`config.mk`:
```
export PLATFORM = sky130hd
export DESIGN_NAME = iu2x_cfg
export DESIGN_NICKNAME = d
export VERILOG_FILES = /design/src/design/image_upscale_2x_linear_assert.svh /design/src/design/iu2x_pkg.sv /design/src/design/iu2x_cfg.sv
export SDC_FILE = /design/constraint.sdc
export NUM_CORES = 1
export LEC_CHECK = 0
export ABC_AREA = 0
export BUFFER_PORTS_ARGS = -buffer_cell sky130_fd_sc_hd__buf_2
export CELL_PAD_IN_SITES_DETAIL_PLACEMENT = 1
export CELL_PAD_IN_SITES_GLOBAL_PLACEMENT = 1
export CORE_UTILIZATION = 37
export CTS_CLUSTER_DIAMETER = 30
export DETAILED_ROUTE_END_ITERATION = 16
export HOLD_SLACK_MARGIN = 0.12
export PLACE_DENSITY_LB_ADDON = 0.12
export SETUP_SLACK_MARGIN = 0.1
export SLEW_MARGIN = 20
export SYNTH_ARGS = -nofsm -noshare
export SYNTH_HDL_FRONTEND = slang
export SYNTH_SLANG_ARGS = --single-unit
```
`constraint.sdc`:
```
create_clock -name clk -period 1 [get_ports clk]
set_input_delay 0.05 -clock clk [delete_from_list [all_inputs] [get_ports clk]]
set_output_delay 0.05 -clock clk [all_outputs]
set_load 0.05 [all_outputs]
```
`src/design/image_upscale_2x_linear_assert.svh`:
```
// ----------------------------------------------------------------------------
// Assertion macros for the 2x linear upscaler
// Concurrent assertions on the rising edge of clk, disabled during reset.
// ----------------------------------------------------------------------------
`ifndef IMAGE_UPSCALE_2X_LINEAR_ASSERT_SVH
`define IMAGE_UPSCALE_2X_LINEAR_ASSERT_SVH

`ifndef NO_ASSERTIONS

`define IU2X_ASSERT_SAME(name, ante, cons, msg) \
	name: assert property (@(posedge clk) disable iff (!arst_n) (ante) |-> (cons)) \
		else $error(msg);

`define IU2X_ASSERT_NEXT(name, ante, cons, msg) \
	name: assert property (@(posedge clk) disable iff (!arst_n) (ante) |=> (cons)) \
		else $error(msg);

`else

`define IU2X_ASSERT_SAME(name, ante, cons, msg)

`define IU2X_ASSERT_NEXT(name, ante, cons, msg)

`endif

`endif

```
`src/design/iu2x_pkg.sv`:
```
`timescale 1ns / 1ps
// ----------------------------------------------------------------------------
// iu2x_pkg
// Shared types, register indexes and defaults of the 2x linear upscaler.
// ----------------------------------------------------------------------------
package iu2x_pkg;

	localparam int DEF_MAX_WIDTH  = 1024;
	localparam int DEF_MAX_HEIGHT = 1024;
	localparam int DEF_PIXEL_BITS = 16;

	localparam int CFG_IDX_W   = 2;
	localparam int CFG_DATA_W  = 11;
	localparam int CFG_DIM_W   = 11;
	localparam int OUT_COORD_W = 11;

	typedef enum logic [CFG_IDX_W-1:0] {
		CFG_SRC_WIDTH,
		CFG_SRC_HEIGHT,
		CFG_WIDTH_TRIM,
		CFG_HEIGHT_TRIM
	} cfg_index_t;

	typedef struct packed {
		logic [CFG_DIM_W-1:0] src_width;
		logic [CFG_DIM_W-1:0] src_height;
		logic                 width_trim;
		logic                 height_trim;
	} cfg_regs_t;

	// Output row relative to the source row: the odd row above, the even row,
	// and the replicated row below the last source row.
	typedef enum logic [1:0] {
		ROW_ABOVE,
		ROW_EVEN,
		ROW_BELOW
	} row_sel_t;

	// Output column relative to the source column.
	typedef enum logic [1:0] {
		COL_LEFT,
		COL_HERE,
		COL_REPL
	} col_sel_t;

	typedef struct packed {
		logic has_left;
		logic rep_col;
		logic odd_row;
		logic extra_row;
		logic frame_last;
	} item_flags_t;

endpackage

```
`src/design/iu2x_cfg.sv`:
```
`timescale 1ns / 1ps
// ----------------------------------------------------------------------------
// iu2x_cfg
// Configuration register file with an indexed write port.
// ----------------------------------------------------------------------------
module iu2x_cfg
	import iu2x_pkg::*;
(
	input  logic                  clk,
	input  logic                  arst_n,
	input  logic                  cfg_we,
	input  logic [CFG_IDX_W-1:0]  cfg_index,
	input  logic [CFG_DATA_W-1:0] cfg_wdata,
	output cfg_regs_t             regs
);

	cfg_regs_t regs_q;

	always_ff @(posedge clk or negedge arst_n) begin
		if (!arst_n) begin
			regs_q.src_width   <= CFG_DIM_W'(1);
			regs_q.src_height  <= CFG_DIM_W'(1);
			regs_q.width_trim  <= 1'b0;
			regs_q.height_trim <= 1'b0;
		end else if (cfg_we) begin
			unique case (cfg_index_t'(cfg_index))
				CFG_SRC_WIDTH:   regs_q.src_width   <= cfg_wdata[CFG_DIM_W-1:0];
				CFG_SRC_HEIGHT:  regs_q.src_height  <= cfg_wdata[CFG_DIM_W-1:0];
				CFG_WIDTH_TRIM:  regs_q.width_trim  <= cfg_wdata[0];
				CFG_HEIGHT_TRIM: regs_q.height_trim <= cfg_wdata[0];
				default: begin
				end
			endcase
		end
	end

	assign regs = regs_q;

endmodule

```
* Word level (Yosys, flattened, before mapping)
Cells that the tools add are included.
** Word-level totals
- Bits of input ports :: 16
- Flip-flop bits (word level) :: 24
- Output and inout port bits :: 24
** Cells by class
- Reduce and logical (&&, ||, !) cells :: 5
- Equality and inequality tests :: 3
** Operator list (count)
- AND reduction 2 bit :: 4
- equality test 2 bit (second input constant) :: 2
- equality test 2 x 1 -> 1 bit (second input constant) :: 1
- logical NOT 2 bit :: 1

* Longest topological paths before layout
Gate-level depths: netlist (run 1).
- Word-level depth :: 2
- Gate-level depth with buffers :: 3
- Mapped depth without buffers :: 2

* Worst setup path after synthesis (run 1)
OpenSTA, ideal clock, no wires.
- Path type :: register -> register
- Start :: reg, netlist name regs[12]
- End :: reg regs_q, in the netlist regs[12]
- Library setup time :: 0.125 ns
- Cell stages (with the launch flop) :: 2
- Setup slack :: 0.010 ns
- Arrival :: 0.866 ns
- Data required time :: 0.875 ns
- Path through :: dfrtp_1 > mux2_2
** RTL lines
- to (decl) :: RTL line iu2x_cfg.sv:17 : cfg_regs_t regs_q;

* Worst setup path in the final report (run 1)
- Start :: reg regs_q, in the netlist regs[2]
- End :: out regs[2] (netlist name)
** RTL lines
- to (decl) :: RTL line iu2x_cfg.sv:14 : output cfg_regs_t regs
No word-level cell between the ends.

==> results of run 1 <==
## per-layer routing
layer / up-vias / GRT usage [%] / share of wire [%]
met4: 0 / 5.26 / 0.52
met3: 2 / 3.16 / 2.6
met5: - / 0 / 0
met2: 17 / 44.3 / 59
li1: 324 / - / -
met1: 368 / 24.6 / 38
## what timing repair did
action                     in CTS  in global routing
hold endpoints to repair       48                  0
setup endpoints to repair      24                 30
buffers inserted                6                  2
hold buffers                   12                  0
gates resized for setup        78                  2
## logic make-up after synthesis
group         share of synthesized area [%]
flops                                  62.7
mux                                    32.0
simple gates                           3.38
buf+inv                                1.95
## per-stage QoR
| stage | hold WS, ns | instance area [um^2] | util [%] |
|---|---|---|---|
| 2_1_floorplan | -0.246 | 1000 | - |
| 3_3_place_gp | 0.0610 | 1260 | 51.1 |
| 3_5_place_dp | 0.0675 | 1260 | 51.1 |
| 4_1_cts | 0.239 | 1750 | 70.5 |
| 5_1_grt | 0.246 | 1770 | 71.4 |
| 6_report | 0.226 | 1770 | 71.4 |
## power groups by stage
stage	logic (mW)	registers [mW]	clock network (mW)
2_1_floorplan	0.250	1.97	0
3_3_place_gp	1.21	1.30	0
3_5_place_dp	1.22	1.31	0
4_1_cts	1.72	1.38	0.723
5_1_grt	1.83	1.41	0.771
6_report	1.77	1.39	0.718
## worst min path at each step
stage,startpoint,to,slack (ns)
after global placement,arst_n,regs[4],0.06
after floorplan,arst_n,regs[0],-0.25
after global routing,cfg_we,regs[0],0.25
final,arst_n,regs[6],0.23
after detailed placement,arst_n,regs[4],0.07
after CTS,arst_n,regs[4],0.24
## cell usage after synthesis (all sizes together)
cell type,instances,area [um^2]
mux2,24,308
dfrtp,22,551
buf,2,18.8
dfstp,2,52.6
nand3b,2,15.0
nand3,1,5.00
nor3b,1,12.5
## cell type report
class                   count  share of cell area (%)
repair buffers             64                    38.9
well taps                  30                    2.12
clock buffers               3                    1.27
multi-input cells          28                    20.3
flip-flops and latches     24                    35.7
clock inverters             1                    1.70
==> impl_metrics.json, run 1 <==
{
  "setup_tns_ns": -0.183,
  "drt_pass1_iterations": 4,
  "overflow": 0,
  "dp_hpwl_mm": 1.46,
  "cp_top_family": "flip-flops",
  "post-route-drc-count": 0,
  "nNetsFinal": 137,
  "numCtsBuffers": 3,
  "period_share_pct": 110,
  "cp_num_buf_inv": 1,
  "multiInputGateArea_um2": 359,
  "ff2ff_setup_slack_ns": 0.06,
  "worst_setup_path_end_kind": "output port",
  "clock-root-buffer": "clkbuf_4",
  "report.final.slew_viol_count": 0,
  "drtIter0Drc": 4,
  "tightest_slew_ns": 0.541,
  "cts.sink_count": 24,
  "crit_path_start_kind": "register",
  "max_freq_mhz": 906,
  "diodes": 0,
  "rsz0062_at_grt": "yes",
  "register_area_um2": 631,
  "slowest_stage": "dfstp_2",
  "dp.cells": 126,
  "ioPinCount": 40,
  "fp.dieArea_um2": 2810,
  "p_sw_share_pct": 36.3,
  "required_ns": 0.95,
  "largest_reg_flops": 24,
  "layout_common_cells": "24 x buf_8, 22 x dfrtp_2, 15 x mux2_4, 15 x buf_2, 12 x dlygate4sd3_1",
  "yosysUniqueCellTypes": 9,
  "synth-seq-area-share_pct": 62.7,
  "start_util_pct": 38.8,
  "netlist_area_um2": 962,
  "switching_power_mw": 1.41,
  "clk_pin_slew_worst_paths_ns": 0.15,
  "relSlewSlack_pct": 63.9,
  "max_cap_viol_count": 0,
  "post_drt_via_cell_ratio": 4.74,
  "synth_nets": 70,
  "ys_seq_elements": 24,
  "grt_pass1_wl_mm": 4.21,
  "final_cells": 150,
  "path_max_fanout": 2,
  "drive_gt1_share_pct": 87.5,
  "drt_wl_total_mm": 2.86,
  "syn_inst": 54,
  "antenna_found_initial": 0,
  "status": "finished with violations",
  "htreeDepth": 1,
  "violations": "setup timing",
  "wire_per_inst_um": 19.1,
  "cts_tree": "done",
  "setup_slack_ns": -0.104,
  "pre_cts_ws_ns": -0.0543,
  "critPathArrivalTime_ns": 1.05,
  "crit_start": "regs[2]",
  "rows": 18,
  "place.gp.congestion": 0.653,
  "ir_worst_vdd_v": 0.00166,
  "core_um2": 2480,
  "reg2reg_to": "regs[21]",
  "clockBufferDepth": 2,
  "fin_crit_ns": 1.10,
  "io_buffers": 39,
  "die_w_um": 53.0,
  "cpPeakStageDelay_ns": 0.58,
  "leakage_nw": 0.823,
  "reg2reg_from": "regs[21]",
  "yosysWarnings": 0,
  "setup_violations": 2,
  "hold_violations": 0,
  "critPathKind": "reg2out",
  "crit_chain": "buf_8",
  "clockPowerShare_pct": 18.5,
  "vias": 711,
  "worstSkewPairLatency_ns": 0.31,
  "crit_end": "regs[2]",
  "mostFrequentLayoutCell": "buf_8",
  "p_per_area_nw_per_um2": 2200,
  "chipHeight_um": 53.0,
  "combPwrFrac_pct": 45.6,
  "postRouteAntennaNets": 0,
  "grt_pass1_vias": 805,
  "internal-power_mw": 2.48,
  "min_path_type": "in2async",
  "fill_cells": 223,
  "total_power_mw": 3.88,
  "area_growth_pct": 83.7,
  "power_frac_seq_pct": 35.9,
  "ff2ff_path_depth": 2,
  "fin_skew_ns": 0,
  "grtUsageTotal_pct": 22.4,
  "grt_max_degree": 25,
  "avgSynthCellArea_um2": 17.8,
  "cp.depth": 1
}
Note: power is estimated with default switching activity, not from simulation.
==> inputs of run 2 (changes only) <==
--- a/config.mk
+++ b/config.mk
@@ -13,7 +13,7 @@
 export CTS_CLUSTER_DIAMETER = 30
 export DETAILED_ROUTE_END_ITERATION = 16
 export HOLD_SLACK_MARGIN = 0.12
-export PLACE_DENSITY_LB_ADDON = 0.12
+export PLACE_DENSITY = 0.8
 export SETUP_SLACK_MARGIN = 0.1
 export SLEW_MARGIN = 20
 export SYNTH_ARGS = -nofsm -noshare
==> run 2 against run 1 <==
  * The run still ends with setup timing left
  * Clock skew stayed put
  * Critical path depth is the same
  * Sequential share of layout area is 0.49 points higher
  * Critical endpoint is now regs[13]
==> impl_metrics.json, run 2 (synthesis gave the netlist of run 1 again) <==
{
  "status": "finished with violations",
  "violations": "setup timing",
  "pre_cts_ws_ns": -0.0391,
  "fin_hold_ws_ns": 0.150,
  "grtUsageTotal_pct": 21.2,
  "ir_worst_vdd_v": 0.00164,
  "drive_gt1_share_pct": 86.7,
  "cp_num_buf_inv": 1,
  "relSlewSlack_pct": 65.2,
  "post-route-drc-count": 0,
  "post_drt_via_cell_ratio": 4.97,
  "clk_pin_slew_worst_paths_ns": 0.13,
  "report.final.slew_viol_count": 0,
  "min_path_type": "in2reg",
  "critPathArrivalTime_ns": 1.03,
  "crit_chain": "buf_8",
  "max_freq_mhz": 923,
  "required_ns": 0.95,
  "antenna_found_initial": 0,
  "cts_tree": "done",
  "layout_common_cells": "24 x buf_8, 22 x dfrtp_2, 17 x mux2_4",
  "worstSkewPairLatency_ns": 0.31,
  "cts.sink_count": 24,
  "fill_cells": 227,
  "hold_violations": 0,
  "place.gp.congestion": 0.664,
  "crit_path_start_kind": "register",
  "drt_wl_total_mm": 3.47,
  "clock-root-buffer": "clkbuf_4",
  "vias": 746,
  "cp.depth": 1,
  "fin_crit_ns": 1.08,
  "cpPeakStageDelay_ns": 0.58,
  "die_w_um": 53.0,
  "final_cells": 150,
  "hp-start": "cfg_we",
  "max_cap_viol_count": 0,
  "start_util_pct": 38.8,
  "grt_pass1_wl_mm": 4.03,
  "fp.dieArea_um2": 2810,
  "dp_hpwl_mm": 1.45,
  "critPathKind": "reg2out",
  "reg2reg_from": "regs[18]",
  "slowest_stage": "dfstp_2",
  "dp.cells": 126,
  "htreeDepth": 1,
  "grt_max_degree": 25,
  "core_um2": 2480,
  "setup_violations": 2,
  "register_area_um2": 631,
  "nNetsFinal": 137,
  "wire_per_inst_um": 23.1,
  "total_power_mw": 3.69,
  "mostFrequentLayoutCell": "buf_8",
  "rsz0062_at_grt": "yes",
  "worst_setup_path_end_kind": "output port",
  "grt_pass1_vias": 797,
  "tightest_slew_ns": 0.523,
  "rows": 18,
  "drt_pass1_iterations": 4,
  "setup_slack_ns": -0.0832,
  "postRouteAntennaNets": 0,
  "area_growth_pct": 81.3,
  "period_share_pct": 108,
  "ff2ff_path_depth": 2,
  "p_per_area_nw_per_um2": 2110,
  "clockBufferDepth": 2,
  "chipHeight_um": 53.0,
  "crit_start": "regs[13]",
  "path_max_fanout": 2,
  "ioPinCount": 40,
  "io_buffers": 39,
  "overflow": 0,
  "drtIter0Drc": 7,
  "min_path_cells": 3,
  "fin_skew_ns": 0,
  "cp_top_family": "flip-flops",
  "numCtsBuffers": 3,
  "largest_reg_flops": 24,
  "diodes": 0,
  "multiInputGateArea_um2": 367,
  "leakage_nw": 0.814
}
[run 2: final timing paths]
path                            slack [ns]  endpoint
worst max-delay path                 -0.08  regs[13]
worst min-delay path                  0.15   regs[1]
worst max register to register        0.04  regs[18]
worst min register to register        0.57   regs[9]
max in group asynchronous             0.38  regs[12]
min in group asynchronous             0.25   regs[5]
[run 2: repair_timing]
action | in CTS | in global routing
hold buffers | 12 | 0
setup endpoints to repair | 24 | 27
hold endpoints to repair | 48 | 0
setup buffers | 3 | 5
gates resized for setup | 74 | 10
cloned | 0 | 0
[run 2: area by class of cell]
type                    count  share of cell area [%]
repair buffers             64                    39.2
flip-flops and latches     24                    36.2
multi-input cells          28                    21.0
well taps                  30                    2.15
clock buffers               4                    1.51
[run 2: worst min-delay path: cells and delay by family]
family / cells / cell delay, ns
and+or+nand+nor: 1 / 0.10
buffers and inverters: 1 / 0.13
muxes: 1 / 0.16
[run 2: where the power goes]
group          total, mW  leakage (nW)  internal, mW  switching [mW]
registers           1.42         0.258          1.20           0.219
logic               1.82         0.540         0.884           0.941
clock network      0.444        0.0150         0.156           0.288
[run 2: through the flow]
step           area, um^2  TNS [ns]  util (%)
2_1_floorplan        1000         0         -
3_3_place_gp         1250    -0.153      50.6
3_5_place_dp         1250    -0.230      50.6
4_1_cts              1670    -0.143      67.4
5_1_grt              1740    -0.365      70.4
6_report             1740    -0.165      70.4
[run 2: routing by layer]
layer | track usage [%] | share of wire (%) | up-vias
met5 | 0 | 0 | -
met4 | 5.26 | 4.5 | 0
met3 | 2.01 | 2.8 | 8
met2 | 42.0 | 53 | 23
met1 | 23.7 | 39 | 392
li1 | - | - | 323
==> inputs of run 3 (changes only) <==
--- a/config.mk
+++ b/config.mk
@@ -9,12 +9,11 @@
 export BUFFER_PORTS_ARGS = -buffer_cell sky130_fd_sc_hd__buf_2
 export CELL_PAD_IN_SITES_DETAIL_PLACEMENT = 1
 export CELL_PAD_IN_SITES_GLOBAL_PLACEMENT = 1
-export CORE_UTILIZATION = 37
+export CORE_UTILIZATION = 39
 export CTS_CLUSTER_DIAMETER = 30
 export DETAILED_ROUTE_END_ITERATION = 16
 export HOLD_SLACK_MARGIN = 0.12
-export PLACE_DENSITY = 0.8
-export SETUP_SLACK_MARGIN = 0.1
+export PLACE_DENSITY = 0.84
 export SLEW_MARGIN = 20
 export SYNTH_ARGS = -nofsm -noshare
 export SYNTH_HDL_FRONTEND = slang
==> constraint.sdc (replaced) <==
create_clock -name clk -period 1.4 [get_ports clk]
set_input_delay 0.07 -clock clk [delete_from_list [all_inputs] [get_ports clk]]
set_output_delay 0.07 -clock clk [all_outputs]
set_load 0.05 [all_outputs]
==> run 3 against run 2 <==
  * The run now ends clean
  * Non-clock buffer count fell by 11
  * Register-to-register slack improved by 0.59 ns
  * Critical path depth unchanged
  * Critical path type unchanged
  * Critical endpoint is now regs[2]
==> impl_metrics.json, run 3 (synthesis gave the netlist of run 1 again) <==
{
  "status": "complete, no violations",
  "max_cap_viol_count": 0,
  "diodes": 0,
  "internal-power_mw": 1.25,
  "drt_pass1_iterations": 2,
  "relSlewSlack_pct": 65.6,
  "fin_skew_ns": 0,
  "clock-root-buffer": "clkbuf_4",
  "cpPeakStageDelay_ns": 0.56,
  "htreeDepth": 1,
  "numCtsBuffers": 3,
  "io_buffers": 39,
  "postRouteAntennaNets": 0,
  "dp.cells": 121,
  "post_cts_buffers": 0,
  "mostFrequentLayoutCell": "buf_2",
  "largest_reg_flops": 24,
  "grt_pass1_vias": 724,
  "setup_slack_ns": 0.201,
  "start_util_pct": 42.3,
  "post_drt_via_cell_ratio": 4.80,
  "cts_tree": "done",
  "grt_pass1_wl_mm": 3.42,
  "dp_hpwl_mm": 1.42,
  "setup_tns_ns": 0,
  "rsz0062_at_grt": "no",
  "worstSkewPairLatency_ns": 0.31,
  "post-route-drc-count": 0,
  "fin_crit_ns": 1.20,
  "path_max_fanout": 2,
  "grtUsageTotal_pct": 18.1,
  "layout_common_cells": "39 x buf_2, 22 x dfrtp_1, 14 x mux2_2",
  "cp_num_buf_inv": 1,
  "max_freq_mhz": 834,
  "clockBufferDepth": 2,
  "period_share_pct": 85.6,
  "grt_max_degree": 25,
  "wire_per_inst_um": 14.9,
  "final_cells": 137,
  "antenna_found_initial": 0,
  "core_um2": 2280,
  "min_path_type": "in2reg",
  "p_per_area_nw_per_um2": 1580,
  "chipHeight_um": 51.7,
  "p_sw_share_pct": 41.0,
  "drt_wl_total_mm": 2.04,
  "clockPowerShare_pct": 16.7,
  "nNetsFinal": 126,
  "fill_cells": 236,
  "combPwrFrac_pct": 41.0,
  "critPathArrivalTime_ns": 1.13,
  "power_frac_seq_pct": 42.3,
  "crit_chain": "buf_2",
  "clk_pin_slew_worst_paths_ns": 0.12,
  "cts_hold_buf": 12,
  "die_w_um": 51.7,
  "crit_path_start_kind": "register",
  "slowest_stage": "dfstp_2",
  "vias": 658,
  "ir_worst_vdd_v": 0.00118,
  "rows": 17,
  "drtIter0Drc": 2,
  "critPathKind": "reg2out",
  "ioPinCount": 40,
  "drive_gt1_share_pct": 66.1,
  "area_growth_pct": 39.8,
  "pre_cts_ws_ns": 0.302,
  "worst_setup_path_end_kind": "output port",
  "switching_power_mw": 0.872,
  "tightest_slew_ns": 0.516,
  "cts_resized": 0,
  "setup_violations": 0,
  "total_power_mw": 2.13,
  "required_ns": 1.33,
  "report.final.slew_viol_count": 0,
  "cp_top_family": "flip-flops",
  "overflow": 0,
  "leakage_nw": 0.672,
  "hold_violations": 0,
  "cts.sink_count": 24,
  "place.gp.congestion": 0.611,
  "fp.dieArea_um2": 2670
}
## run 3: cell count changes in the layout (fill, tap and decap cells not counted), sizes merged
cell and change:
buf -11
## run 3: layer usage
| metal | global-route usage, % | part of all wire, % | vias up |
|---|---|---|---|
| met3 | 2.92 | 4.4 | 4 |
| met1 | 20.0 | 38 | 332 |
| met4 | 10.8 | 2.4 | 0 |
| met2 | 32.3 | 55 | 21 |
| met5 | 0 | 0 | - |
| li1 | - | - | 301 |
## run 3: worst paths after layout
check | start | to | slack, ns | depth (start not counted)
max | regs[2] | regs[2] | 0.20 | 1
min | cfg_we | regs[1] | 0.13 | 3
max reg2reg | regs[21] | regs[21] | 0.63 | 1
min reg2reg | regs[16] | regs[16] | 0.51 | 1
max in group asynchronous | arst_n | regs[2] | 0.79 | 2
min in group asynchronous | arst_n | regs[6] | 0.25 | 2
## run 3: tightest hold or removal path, delay by kind of cell
family	cells	cell delay (ns)
buffers and inverters	1	0.12
muxes	1	0.15
and+or+nand+nor	1	0.08
## run 3: power groups by stage
stage / registers, mW / logic (mW) / clock network [mW]
final: 0.900 / 0.871 / 0.356
after global routing: 0.919 / 0.910 / 0.390
after floorplan: 1.38 / 0.169 / 0
after global placement: 0.907 / 0.835 / 0
after CTS: 0.904 / 0.875 / 0.373
after detailed placement: 0.917 / 0.849 / 0
## run 3: per-stage QoR
stage,instance area [um^2],hold WS [ns],utilization (%)
5_1_grt,1350,0.144,59.1
6_report,1350,0.134,59.1
4_1_cts,1350,0.123,59.1
3_3_place_gp,1190,0.0689,52.2
2_1_floorplan,962,-0.226,-
3_5_place_dp,1190,0.0754,52.2
## run 3: final cells by class
cell class	count	area (um^2)	share of cell area [%]
flip-flops and latches	24	603	44.8
clock buffers	4	36.3	2.70
repair buffers	53	330	24.6
multi-input cells	28	340	25.3
well taps	28	35.0	2.60
