## src/design/image_upscale_2x_linear_assert.svh

```systemverilog
// ----------------------------------------------------------------------------
// Assertion macros for the 2x linear upscaler
// Concurrent assertions on the rising edge of clk, disabled during reset.
// ----------------------------------------------------------------------------
`ifndef IMAGE_UPSCALE_2X_LINEAR_ASSERT_SVH
`define IMAGE_UPSCALE_2X_LINEAR_ASSERT_SVH

`ifndef NO_ASSERTIONS

`define IU2X_ASSERT_SAME(name, ante, cons, msg) \
	name: assert property (@(posedge clk) disable iff (!arst_n) (ante) |-> (cons)) \
		else $error(msg);

`define IU2X_ASSERT_NEXT(name, ante, cons, msg) \
	name: assert property (@(posedge clk) disable iff (!arst_n) (ante) |=> (cons)) \
		else $error(msg);

`else

`define IU2X_ASSERT_SAME(name, ante, cons, msg)

`define IU2X_ASSERT_NEXT(name, ante, cons, msg)

`endif

`endif

```

## src/design/iu2x_pkg.sv

```systemverilog
`timescale 1ns / 1ps
// ----------------------------------------------------------------------------
// iu2x_pkg
// Shared types, register indexes and defaults of the 2x linear upscaler.
// ----------------------------------------------------------------------------
package iu2x_pkg;

	localparam int DEF_MAX_WIDTH  = 1024;
	localparam int DEF_MAX_HEIGHT = 1024;
	localparam int DEF_PIXEL_BITS = 16;

	localparam int CFG_IDX_W   = 2;
	localparam int CFG_DATA_W  = 11;
	localparam int CFG_DIM_W   = 11;
	localparam int OUT_COORD_W = 11;

	typedef enum logic [CFG_IDX_W-1:0] {
		CFG_SRC_WIDTH,
		CFG_SRC_HEIGHT,
		CFG_WIDTH_TRIM,
		CFG_HEIGHT_TRIM
	} cfg_index_t;

	typedef struct packed {
		logic [CFG_DIM_W-1:0] src_width;
		logic [CFG_DIM_W-1:0] src_height;
		logic                 width_trim;
		logic                 height_trim;
	} cfg_regs_t;

	// Output row relative to the source row: the odd row above, the even row,
	// and the replicated row below the last source row.
	typedef enum logic [1:0] {
		ROW_ABOVE,
		ROW_EVEN,
		ROW_BELOW
	} row_sel_t;

	// Output column relative to the source column.
	typedef enum logic [1:0] {
		COL_LEFT,
		COL_HERE,
		COL_REPL
	} col_sel_t;

	typedef struct packed {
		logic has_left;
		logic rep_col;
		logic odd_row;
		logic extra_row;
		logic frame_last;
	} item_flags_t;

endpackage

```

## src/design/iu2x_if.sv

```systemverilog


interface iu2x_res_if #(
	parameter int PIXEL_BITS = 16,
	parameter int COORD_W    = 11
);
	logic                  valid;
	logic                  ready;
	logic [COORD_W-1:0]    out_col;
	logic [COORD_W-1:0]    out_row;
	logic [PIXEL_BITS-1:0] out_value;
	logic                  run_last;
	logic                  frame_end;

	modport source (output valid, output out_col, output out_row, output out_value,
		output run_last, output frame_end, input ready);
	modport sink   (input valid, input out_col, input out_row, input out_value,
		input run_last, input frame_end, output ready);
endinterface

```

## src/design/iu2x_expand.sv

```systemverilog
`timescale 1ns / 1ps
// ----------------------------------------------------------------------------
// iu2x_expand
// Walks the output pixels of the staged source pixel, one per cycle while
// dst is not stalled, into the output register.
// ----------------------------------------------------------------------------
module iu2x_expand
	import iu2x_pkg::*;
#(
	parameter int MAX_WIDTH  = DEF_MAX_WIDTH,
	parameter int MAX_HEIGHT = DEF_MAX_HEIGHT,
	parameter int PIXEL_BITS = DEF_PIXEL_BITS,
	localparam int CNT_W     = $clog2(MAX_WIDTH),
	localparam int RCNT_W    = $clog2(MAX_HEIGHT)
) (
	input  logic                  clk,
	input  logic                  arst_n,
	input  logic                  valid_s1,
	input  item_flags_t           flags_s1,
	input  logic [CNT_W-1:0]      col_s1,
	input  logic [RCNT_W-1:0]     row_s1,
	input  logic [PIXEL_BITS-1:0] pix_s1,
	input  logic [PIXEL_BITS-1:0] mid_s1,
	input  logic [PIXEL_BITS-1:0] up_s1,
	input  logic [PIXEL_BITS-1:0] up_left_s1,
	output logic                  take_s1,
	iu2x_res_if.source            dst
);

	localparam int XW = (CNT_W + 2 > OUT_COORD_W) ? CNT_W + 2 : OUT_COORD_W;
	localparam int YW = (RCNT_W + 2 > OUT_COORD_W) ? RCNT_W + 2 : OUT_COORD_W;

	row_sel_t row_sel_q;
	col_sel_t col_sel_q;
	logic     started_q;
	logic     out_valid_q;

	logic [OUT_COORD_W-1:0] out_col_q;
	logic [OUT_COORD_W-1:0] out_row_q;
	logic [PIXEL_BITS-1:0]  out_value_q;
	logic                   run_last_q;
	logic                   frame_end_q;

	row_sel_t            cur_r;
	row_sel_t            first_r;
	row_sel_t            last_r;
	col_sel_t            cur_c;
	col_sel_t            first_c;
	col_sel_t            last_c;
	logic                is_last;
	logic                load;
	logic [PIXEL_BITS:0] sum_up;
	logic [PIXEL_BITS:0] sum_pair;
	logic [PIXEL_BITS:0] sum_odd;
	logic [PIXEL_BITS-1:0] avg_up;
	logic [PIXEL_BITS-1:0] avg_pair;
	logic [PIXEL_BITS-1:0] odd_mid;
	logic [PIXEL_BITS-1:0] value;
	logic [XW-1:0]       x_full;
	logic [YW-1:0]       y_full;

	always_comb begin
		first_r = flags_s1.odd_row ? ROW_ABOVE : ROW_EVEN;
		last_r  = flags_s1.extra_row ? ROW_BELOW : ROW_EVEN;
		first_c = flags_s1.has_left ? COL_LEFT : COL_HERE;
		last_c  = flags_s1.rep_col ? COL_REPL : COL_HERE;
		cur_r   = started_q ? row_sel_q : first_r;
		cur_c   = started_q ? col_sel_q : first_c;
		is_last = (cur_r == last_r) && (cur_c == last_c);

		sum_up   = {1'b0, up_s1} + {1'b0, pix_s1};
		avg_up   = sum_up[PIXEL_BITS:1];
		sum_pair = {1'b0, up_left_s1} + {1'b0, up_s1};
		avg_pair = sum_pair[PIXEL_BITS:1];
		sum_odd  = {1'b0, avg_pair} + {1'b0, mid_s1};
		odd_mid  = sum_odd[PIXEL_BITS:1];

		case (cur_r)
			ROW_ABOVE: value = (cur_c == COL_LEFT) ? odd_mid : avg_up;
			default:   value = (cur_c == COL_LEFT) ? mid_s1 : pix_s1;
		endcase

		x_full = (XW'(col_s1) << 1) + XW'(cur_c) - XW'(1);
		y_full = (YW'(row_s1) << 1) + YW'(cur_r) - YW'(1);
	end

	assign load    = valid_s1 && (!out_valid_q || dst.ready);
	assign take_s1 = load && is_last;

	always_ff @(posedge clk or negedge arst_n) begin
		if (!arst_n) begin
			started_q   <= 1'b0;
			row_sel_q   <= ROW_ABOVE;
			col_sel_q   <= COL_LEFT;
			out_valid_q <= 1'b0;
		end else begin
			if (load) begin
				out_valid_q <= 1'b1;
				if (is_last) begin
					started_q <= 1'b0;
				end else begin
					started_q <= 1'b1;
					if (cur_c == last_c) begin
						row_sel_q <= row_sel_t'(cur_r + 2'd1);
						col_sel_q <= first_c;
					end else begin
						row_sel_q <= cur_r;
						col_sel_q <= col_sel_t'(cur_c + 2'd1);
					end
				end
			end else if (dst.ready) begin
				out_valid_q <= 1'b0;
			end
		end
	end

	always_ff @(posedge clk) begin
		if (load) begin
			out_col_q   <= x_full[OUT_COORD_W-1:0];
			out_row_q   <= y_full[OUT_COORD_W-1:0];
			out_value_q <= value;
			run_last_q  <= is_last;
			frame_end_q <= is_last && flags_s1.frame_last;
		end
	end

	assign dst.valid     = out_valid_q;
	assign dst.out_col   = out_col_q;
	assign dst.out_row   = out_row_q;
	assign dst.out_value = out_value_q;
	assign dst.run_last  = run_last_q;
	assign dst.frame_end = frame_end_q;

endmodule

```

## src/flat_wrapper.sv

```systemverilog
// flat-port wrapper written by rule: the top's interface ports become plain ports
module iu2x_expand_flat import iu2x_pkg::*;
#(
	parameter int MAX_WIDTH  = DEF_MAX_WIDTH,
	parameter int MAX_HEIGHT = DEF_MAX_HEIGHT,
	parameter int PIXEL_BITS = DEF_PIXEL_BITS,
	localparam int CNT_W     = $clog2(MAX_WIDTH),
	localparam int RCNT_W    = $clog2(MAX_HEIGHT)
)
  (clk, arst_n, valid_s1, flags_s1, col_s1, row_s1, pix_s1, mid_s1, up_s1, up_left_s1, take_s1, dst_valid, dst_out_col, dst_out_row, dst_out_value, dst_run_last, dst_frame_end, dst_ready);
  iu2x_res_if #(.PIXEL_BITS(PIXEL_BITS)) dst_i ();
  input  logic clk;
  input  logic arst_n;
  input  logic valid_s1;
  input  item_flags_t flags_s1;
  input  logic [CNT_W-1:0] col_s1;
  input  logic [RCNT_W-1:0] row_s1;
  input  logic [PIXEL_BITS-1:0] pix_s1;
  input  logic [PIXEL_BITS-1:0] mid_s1;
  input  logic [PIXEL_BITS-1:0] up_s1;
  input  logic [PIXEL_BITS-1:0] up_left_s1;
  output logic take_s1;
  output wire logic [$bits(dst_i.valid)-1:0] dst_valid;
  output wire logic [$bits(dst_i.out_col)-1:0] dst_out_col;
  output wire logic [$bits(dst_i.out_row)-1:0] dst_out_row;
  output wire logic [$bits(dst_i.out_value)-1:0] dst_out_value;
  output wire logic [$bits(dst_i.run_last)-1:0] dst_run_last;
  output wire logic [$bits(dst_i.frame_end)-1:0] dst_frame_end;
  input wire logic [$bits(dst_i.ready)-1:0] dst_ready;
  assign dst_valid = dst_i.valid;
  assign dst_out_col = dst_i.out_col;
  assign dst_out_row = dst_i.out_row;
  assign dst_out_value = dst_i.out_value;
  assign dst_run_last = dst_i.run_last;
  assign dst_frame_end = dst_i.frame_end;
  assign dst_i.ready = dst_ready;
  iu2x_expand #(.MAX_WIDTH(MAX_WIDTH), .MAX_HEIGHT(MAX_HEIGHT), .PIXEL_BITS(PIXEL_BITS)) u_core (.clk(clk), .arst_n(arst_n), .valid_s1(valid_s1), .flags_s1(flags_s1), .col_s1(col_s1), .row_s1(row_s1), .pix_s1(pix_s1), .mid_s1(mid_s1), .up_s1(up_s1), .up_left_s1(up_left_s1), .take_s1(take_s1), .dst(dst_i));
endmodule
```

## config.mk

```make
export PLATFORM = sky130hd
export DESIGN_NAME = iu2x_expand_flat
export DESIGN_NICKNAME = d
export VERILOG_FILES = /design/src/design/image_upscale_2x_linear_assert.svh /design/src/design/iu2x_pkg.sv /design/src/design/iu2x_if.sv /design/src/design/iu2x_expand.sv /design/src/flat_wrapper.sv
export SDC_FILE = /design/constraint.sdc
export NUM_CORES = 1
export LEC_CHECK = 0
export ABC_AREA = 1
export BUFFER_PORTS_ARGS = -buffer_cell sky130_fd_sc_hd__buf_2
export CORE_MARGIN = 5
export CORE_UTILIZATION = 57
export CTS_BUF_LIST = sky130_fd_sc_hd__clkbuf_2
export CTS_CLUSTER_SIZE = 14
export DETAILED_ROUTE_END_ITERATION = 12
export GPL_TIMING_DRIVEN = 0
export PLACE_DENSITY = 0.84
export SLEW_MARGIN = 0
export SYNTH_ARGS = -nofsm -noshare
export SYNTH_HDL_FRONTEND = slang
export SYNTH_SLANG_ARGS = --single-unit
```

## constraint.sdc

```tcl
create_clock -name clk -period 3.15 [get_ports clk]
set_input_delay 0 -clock clk [delete_from_list [all_inputs] [get_ports clk]]
set_output_delay 0 -clock clk [all_outputs]
set_load 0.03 [all_outputs]
```

### After elaboration in Yosys (flattened, before gate mapping)

Index checks and enable logic that the tools add are counted.

* register bits: 46
* latch bits: 0
* RAM bits: 0
* memory bits (read-only): 0
* input port bits: 93
* output and inout bits: 42
* memories kept: 0

* add/subtract/negate cells: 9
* multipliers: 0
* div/mod/pow operators: 0
* order comparisons: 0
* eq/ne operators: 2
* shifts and indexed selects: 0
* multiplexer cells: 14
* bitwise gates (word level): 1
* reduce and logical (&&, ||, !) cells: 10

Operators with widths (count)
* $add 16x16->17: 3
* $mux 16: 3
* $add 11x2->11: 2
* $sub 11x1->11 const B: 2
* $mux 2: 6
* $mux 1: 5
* $add 2x1->2 const B: 2
* $eq 2x2->1: 2
* $logic_and 1x1->1: 4
* $logic_not 2->1: 2
* $reduce_and 2->1: 1
* $reduce_bool 2->1: 1
* $logic_not 1->1: 1
* $logic_or 1x1->1: 1
* $not 1->1: 1

### Depth between registers and ports, before layout

Gate-level depths: netlist (run 1).

* depth in word-level cells: 6
* gate-level depth with buffers: 22
* mapped depth without buffers: 22

### Worst setup path after synthesis (run 1)

OpenSTA, ideal clock, no wires.

* path type: in2reg
* from: in up_s1[1]
* to: reg u_core.out_value_q[12] (netlist: u_core.dst.out_value[12]), data pin
* setup time: 0.256 ns
* arrival: 2.195 ns
* required time: 2.894 ns
* path slack: 0.699 ns
* stages on the path: 19
* buffers on the path: 0
* cell sequence: inv_1 fa_1 o21ai_2 a21oi_2 o21bai_1 nand2_1 nand3_1 nand2_1 ha_1 nand2_1 inv_1 nand2_1 nand2_1 a21oi_1 nand3b_1 nand3_1 nand2_1 nand2_1 nand2_1

* cells in the longest elaborated chain, start to end: 4

RTL lines
* from (decl): RTL line flat_wrapper.sv:20 `input logic [PIXEL_BITS-1:0] up_s1;`
* $add 16x16->17: RTL line iu2x_expand.sv:73 `sum_pair = {1'b0, up_left_s1} + {1'b0, up_s1};`
* $add 16x16->17: RTL line iu2x_expand.sv:75 `sum_odd = {1'b0, avg_pair} + {1'b0, mid_s1};`
* $mux 16 *: RTL line iu2x_expand.sv:79 `ROW_ABOVE: value = (cur_c == COL_LEFT) ? odd_mid : avg_up;`
* $mux 16 *: RTL line iu2x_expand.sv:78 `case (cur_r)`
* named net u_core.value[12]: RTL line iu2x_expand.sv:58 `logic [PIXEL_BITS-1:0] value;`
* to (signal assigned): RTL line iu2x_expand.sv:121 `out_value_q <= value;`
* to (decl): RTL line iu2x_expand.sv:40 `logic [PIXEL_BITS-1:0] out_value_q;`

The timed path passes the listed nets; every way through them passes the cells marked *.
A chain may end at the register's enable or synchronous reset.

### Worst setup path in the final report (run 1)

* from: reg u_core.started_q
* to: reg u_core.out_col_q[9] (netlist: u_core.dst.out_col[9]), data pin

* cells in the longest elaborated chain, start to end: 3

RTL lines
* from (decl): RTL line iu2x_expand.sv:35 `logic started_q;`
* from (signal assigned): RTL line iu2x_expand.sv:92 `started_q <= 1'b0;`
* from (signal assigned): RTL line iu2x_expand.sv:100 `started_q <= 1'b0;`
* from (signal assigned): RTL line iu2x_expand.sv:102 `started_q <= 1'b1;`
* $mux 2: RTL line iu2x_expand.sv:68 `cur_c = started_q ? col_sel_q : first_c;`
* $add 11x2->11: RTL line iu2x_expand.sv:83 `x_full = (XW'(col_s1) << 1) + XW'(cur_c) - XW'(1);`
* $sub 11x1->11: RTL line iu2x_expand.sv:83
* named net u_core.x_full[9]: RTL line iu2x_expand.sv:59 `logic [XW-1:0] x_full;`
* to (signal assigned): RTL line iu2x_expand.sv:119 `out_col_q <= x_full[OUT_COORD_W-1:0];`
* to (decl): RTL line iu2x_expand.sv:38 `logic [OUT_COORD_W-1:0] out_col_q;`

The timed path passes the listed nets, and every way through them passes these cells.

==> run metrics, run 1 <==
placer congestion estimate=0.9468; Starting Density=57.66%; grt ovf=0; Max VDD drop=0.2622 mV; kind of critical path=flop to flop; area share of fa/ha/maj cells after synthesis=16.88%; Rows=36; remaining antenna violation count after routing=0; Async SR Flop Fraction=13.04%; most common cell after layout, fill and taps aside=nand2_1; Worst Path Required=3.37 ns; Post-CTS Setup Inserts=0; number of synthesized flops with an enable pin=40; first-pass GRT wire length=23610 um; vias per cell=5.147; hold path startpoint=pix_s1[15]; all-layer global routing usage=24.99%; area leader, netlist=edfxtp_1; final wirelength=15040 um; Max Fanout on Critical Path=5; post-route cell area=0.006694 mm^2; post-synthesis sequential element count=46; Min-Delay Path Class=primary input to flop; largest family of logic cells by synthesized area=simple AND/OR/NAND/NOR gates; drt pass-1 iters=5; clk sinks=46; worst skew pair latency=0.41 ns; Synth Area in Compound Gates=13.10%; most frequent cells in the layout=nand2_1, inv_1, buf_2; initial antenna violation count=1; vias in the first global route=5395; Worst R2R Path Depth=12; r2r endpoint=u_core.dst.out_col[9]; clock buffer depth=2; number of I/O port buffers=134; Final period util=86.52%; Post-DP Area=0.006395 mm^2; Tmin final=2.725 ns; fin nets=1168; Syn. warnings=0; R2R Setup Slk=0.42 ns; worst hold stages=5; Die Width=108.7 um; DRC=0; Post-Route Setup TNS=0 ns; Synth top area share=21.61%; Placement Setup Slack=0.1152 ns; status=completed; largest net degree at the start of global routing=43; die footprint=0.01183 mm^2; TritonCTS clock tree=yes; Hold Vio Cnt, Final=0; Die Ht=108.7 um; sequential share of the synthesized area=24.31%; I/O pins=135; Setup WS post-layout=0.4246 ns; cell area after synthesis=0.005558 mm^2; Worst-Margin Slew=0.8603 ns; Slew headroom=42.57%; Netlist cell types=42; startpoint class of the critical path=flop; Area growth syn-to-layout=20.44%; Leakage=3.747 nW; Slew Viols, Final=0; simple-gate portion of the synthesized area=29.96%; drt wl/cell=13.22 um; RSZ-0062 raised after global routing=no; Mean Syn Cell Area=6.640 um^2; Post-DP HPWL=12490 um; crit end category=flop; Num CTS Buffers=5; Fmax=366.9 MHz; DR vias=5857; Top FF cell, synth=edfxtp_1; Final Power=0.003559 W; pwr/cell area=531.6 mW/mm^2; final core utilization=69.44%; drt first-iter violations=436; XOR/XNOR share of the synthesized area=4.728%; layout cells sized above 1=16.63%; WP data arrival=2.95 ns; clock slew seen by the registers of the worst setup and hold paths=0.26 ns; CTS root buf=clkbuf_2; Hold Path Sink=u_core.dst.out_value[15]; H-tree Lvls=2; final setup fails=0; max-cap violations=0; area of the core=0.009639 mm^2; Synth Net Count=1002; worst r2r src=u_core.started_q; mux share of post-synthesis cell area=0.3602%; clock skew=0.03081 ns; Post-Syn Instances=837; top cells by area, synth=edfxtp_1, nand2_1, ha_1, inv_1, a21oi_1
==> cell families after synthesis <==
logic type | Yosys count
and+or+nand+nor | 402
buffers and inverters | 157
AOI/OAI and AO/OA | 128
adders and majority gates | 72
DFF | 46
xor gates and xnor gates | 30
muxes | 2
==> metal layers <==
layer  track usage (%)  routed length (um)  up-vias  part of all wire, %
li1                  -                   -     3049                    -
met1             30.58                6280     2595                   42
met2             46.38                7591      199                   50
met3             2.960                 983       14                  6.5
met4             6.312                 186        0                  1.2
met5                 0                   0        -                    0
==> worst max-delay path: stages, from the launching register on <==
cell and delay [ns]:
dfrtp_1 0.50, nand2_1 0.14, ha_1 0.29, inv_1 0.07, ha_1 0.18, inv_1 0.07
fa_1 0.42, o21ai_0 0.32, a21oi_1 0.16, nor2_1 0.12, o21ai_0 0.12, nand3_1 0.09
nand2_1 0.05
==> synthesized netlist by cell type, drive strengths merged (3+ instances only) <==
library cell  count
nand4             6
clkbuf            7
nand3            54
nand2           269
a31oi             3
o21ai            47
ha               67
nand3b            5
or2               7
nor3              8
a21oi            57
o211ai            4
xor2             22
o21bai            5
nor2             51
xnor2             8
dfrtp             6
inv             148
fa                5
edfxtp           40
==> worst max-delay path by stage <==
stage | startpoint | to | slack (ns) | cells past startpoint
2_1_floorplan | up_s1[1] | u_core.dst.out_value[12] | 0.70 | 19
3_3_place_gp | up_s1[1] | u_core.dst.out_value[14] | 0.16 | 20
3_5_place_dp | up_s1[1] | u_core.dst.out_value[14] | 0.12 | 20
4_1_cts | u_core.started_q | u_core.dst.out_col[9] | 0.41 | 12
5_1_grt | u_core.started_q | u_core.dst.out_value[0] | 0.25 | 9
6_report | u_core.started_q | u_core.dst.out_col[9] | 0.42 | 12
==> report_power, final <==
| part | internal [W] | leakage [nW] | switching, W |
|---|---|---|---|
| sequential | 0.000895 | 0.457 | 0.0000498 |
| combinational | 0.000812 | 3.26 | 0.00156 |
| clock | 0.0000548 | 0.0289 | 0.000192 |
==> per-stage QoR <==
stage | hold WS (ns) | std cells
2_1_floorplan | -0.2956 | 837
3_3_place_gp | -0.1704 | 1104
3_5_place_dp | -0.1664 | 1104
4_1_cts | 0.0002953 | 1133
5_1_grt | 0.01293 | 1138
6_report | 0.02220 | 1138
==> registers in the layout (all words and copies together) (netlist names) <==
name,flops
u_core.col_sel_q,2
u_core.dst.frame_end,1
u_core.dst.out_col,11
u_core.dst.out_row,11
u_core.dst.out_value,16
u_core.dst.run_last,1
u_core.dst.valid,1
u_core.row_sel_q,2
u_core.started_q,1
==> repair_timing <==
item,4_1_cts,5_1_grt
hold buffers,21,4
gates resized for setup,0,0
hold endpoints to repair,23,3
==> cell type report <==
cell class	count	area (um^2)
clock inverters	3	21.27
flip-flops and latches	46	1351
plain buffers	9	36.28
repair buffers	159	920.9
inverters	148	555.5
diodes	1	2.502
fillers	895	2945
multi-input cells	634	3615
clock buffers	5	25.02
well taps	133	166.4
Power figures use the tool's default switching activity.
==> run 2: changes to the inputs <==
--- a/config.mk
+++ b/config.mk
@@ -7,13 +7,15 @@
 export LEC_CHECK = 0
 export ABC_AREA = 1
 export BUFFER_PORTS_ARGS = -buffer_cell sky130_fd_sc_hd__buf_2
+export CELL_PAD_IN_SITES_DETAIL_PLACEMENT = 0
+export CELL_PAD_IN_SITES_GLOBAL_PLACEMENT = 1
 export CORE_MARGIN = 5
-export CORE_UTILIZATION = 57
+export CORE_UTILIZATION = 39
 export CTS_BUF_LIST = sky130_fd_sc_hd__clkbuf_2
 export CTS_CLUSTER_SIZE = 14
 export DETAILED_ROUTE_END_ITERATION = 12
 export GPL_TIMING_DRIVEN = 0
-export PLACE_DENSITY = 0.84
+export PLACE_DENSITY_LB_ADDON = 0.1
 export SLEW_MARGIN = 0
 export SYNTH_ARGS = -nofsm -noshare
 export SYNTH_HDL_FRONTEND = slang
==> run metrics, run 2 (same netlist as run 1, synthesis figures left out) <==
status=completed; TritonCTS clock tree=yes; all-layer global routing usage=18.72%; RSZ-0062 raised after global routing=no; layout cells sized above 1=16.40%; Starting Density=39.89%; initial antenna violation count=1; hold path startpoint=pix_s1[14]; Min-Delay Path Class=primary input to flop; largest net degree at the start of global routing=43; met2 WL post-DR=7595 um; placer congestion estimate=0.8718; Filler cells=1481; area of the core=0.01393 mm^2; Max Fanout on Critical Path=5; H-tree Lvls=2; final wirelength=15870 um; clk sinks=46; Area growth syn-to-layout=22.85%; Tmin final=2.747 ns; vias per cell=4.738; WL met1=7331 um; Post-DP HPWL=13670 um; Leakage=3.776 nW; kind of critical path=flop to flop; Die Width=129.4 um; drt first-iter violations=287; drt wl/cell=13.30 um; most common cell after layout, fill and taps aside=nand2_1; slowest stage delay, CP=0.50 ns; crit path buf inv count=2; most frequent cells in the layout=nand2_1, inv_1, buf_2; worst skew pair latency=0.41 ns; critical path's top delay family=adder cells; startpoint class of the critical path=flop; max reg flops=16; vias in the first global route=5287; Met3 Routed Length=722 um; Post-CTS Setup Inserts=0; clock buffer depth=2; Layout Cells excl Fill=1193; Inst Count DP=1151; Max VDD drop=0.1766 mV; CP Cell Sequence=nand2_1, ha_1, inv_1, ha_1, inv_1, fa_1, o21ai_0, a21oi_1, nor2_1, o21ai_0, nand3_1, nand2_1; Die Ht=129.4 um; Final period util=87.21%; DR vias=5652; crit path from=u_core.started_q; pwr/cell area=521.7 mW/mm^2; Rows=43; worst r2r src=u_core.started_q; die footprint=0.01674 mm^2; grt ovf=0; clock skew=0.01584 ns; final setup fails=0; remaining antenna violation count after routing=0; Post-Route Setup TNS=0 ns; CTS root buf=clkbuf_2; Hold-fix buffers, CTS=32; max-cap violations=0; Slew headroom=42.81%; Hold Vio Cnt, Final=0; CP max stage cell=dfrtp_1; Worst-Margin Slew=0.8566 ns; Num CTS Buffers=5; WP data arrival=2.94 ns; fin nets=1176; first-pass GRT wire length=25080 um; clock slew seen by the registers of the worst setup and hold paths=0.22 ns; number of I/O port buffers=134; post-CTS sizing=0; I/O pins=135; top sig layer=met4; Worst Path Required=3.35 ns; DRC=0; crit end category=flop; Fmax=364.0 MHz; drt pass-1 iters=5; Slew Viols, Final=0
==> run 2: cell count changes in the layout (fill, tap and decap cells not counted), sizes merged <==
cell         before  now
dlygate4sd3      25   33
==> run 2: cell type report <==
type	instances	area [um^2]	area share, %
diodes	1	2.502	0.03665
well taps	180	225.2	3.299
inverters	148	555.5	8.136
plain buffers	9	36.28	0.5314
flip-flops and latches	46	1351	19.79
repair buffers	167	1001	14.66
multi-input cells	634	3615	52.94
clock buffers	5	25.02	0.3665
clock inverters	3	16.27	0.2382
==> run 2: per-stage QoR <==
step	worst slack, ns	instance area, um^2	util [%]	hold slack (ns)	power [W]
after floorplan	0.6991	5558	-	-0.2956	0.002628
after global routing	0.1989	6828	49.00	0.01405	0.003934
final	0.4030	6828	49.00	0.04681	0.003562
after detailed placement	0.06522	6454	46.31	-0.1706	0.003287
after CTS	0.3993	6815	48.91	0.0001146	0.003604
after global placement	0.03463	6454	46.31	-0.1702	0.003277
==> run 2: tightest hold or removal path: cells and delay by family <==
family,cells,cell delay [ns]
and+or+nand+nor,3,0.18
buffers and inverters,1,0.10
AOI/OAI and AO/OA,1,0.10
==> run 2: worst paths after layout <==
kind / cells past startpoint / slack [ns] / end
worst max-delay path: 12 / 0.40 / u_core.dst.out_col[9]
worst min-delay path: 5 / 0.05 / u_core.dst.out_value[14]
worst max register to register: 12 / 0.40 / u_core.dst.out_col[9]
worst min register to register: 2 / 0.50 / u_core.col_sel_q[1]
max in group asynchronous: 3 / 2.47 / u_core.col_sel_q[0]
min in group asynchronous: 3 / 0.48 / u_core.row_sel_q[0]
==> run 2: where the power goes <==
| part | switching (W) | total (W) | internal [W] |
|---|---|---|---|
| sequential | 0.0000445 | 0.000939 | 0.000894 |
| clock | 0.000185 | 0.000236 | 0.0000506 |
| combinational | 0.00156 | 0.00239 | 0.000830 |
==> run 2: per-layer routing <==
| metal | up-vias | GRT usage (%) |
|---|---|---|
| met5 | - | 0 |
| met4 | 0 | 4.138 |
| met3 | 11 | 1.896 |
| met2 | 121 | 33.17 |
| met1 | 2456 | 24.68 |
| li1 | 3064 | - |
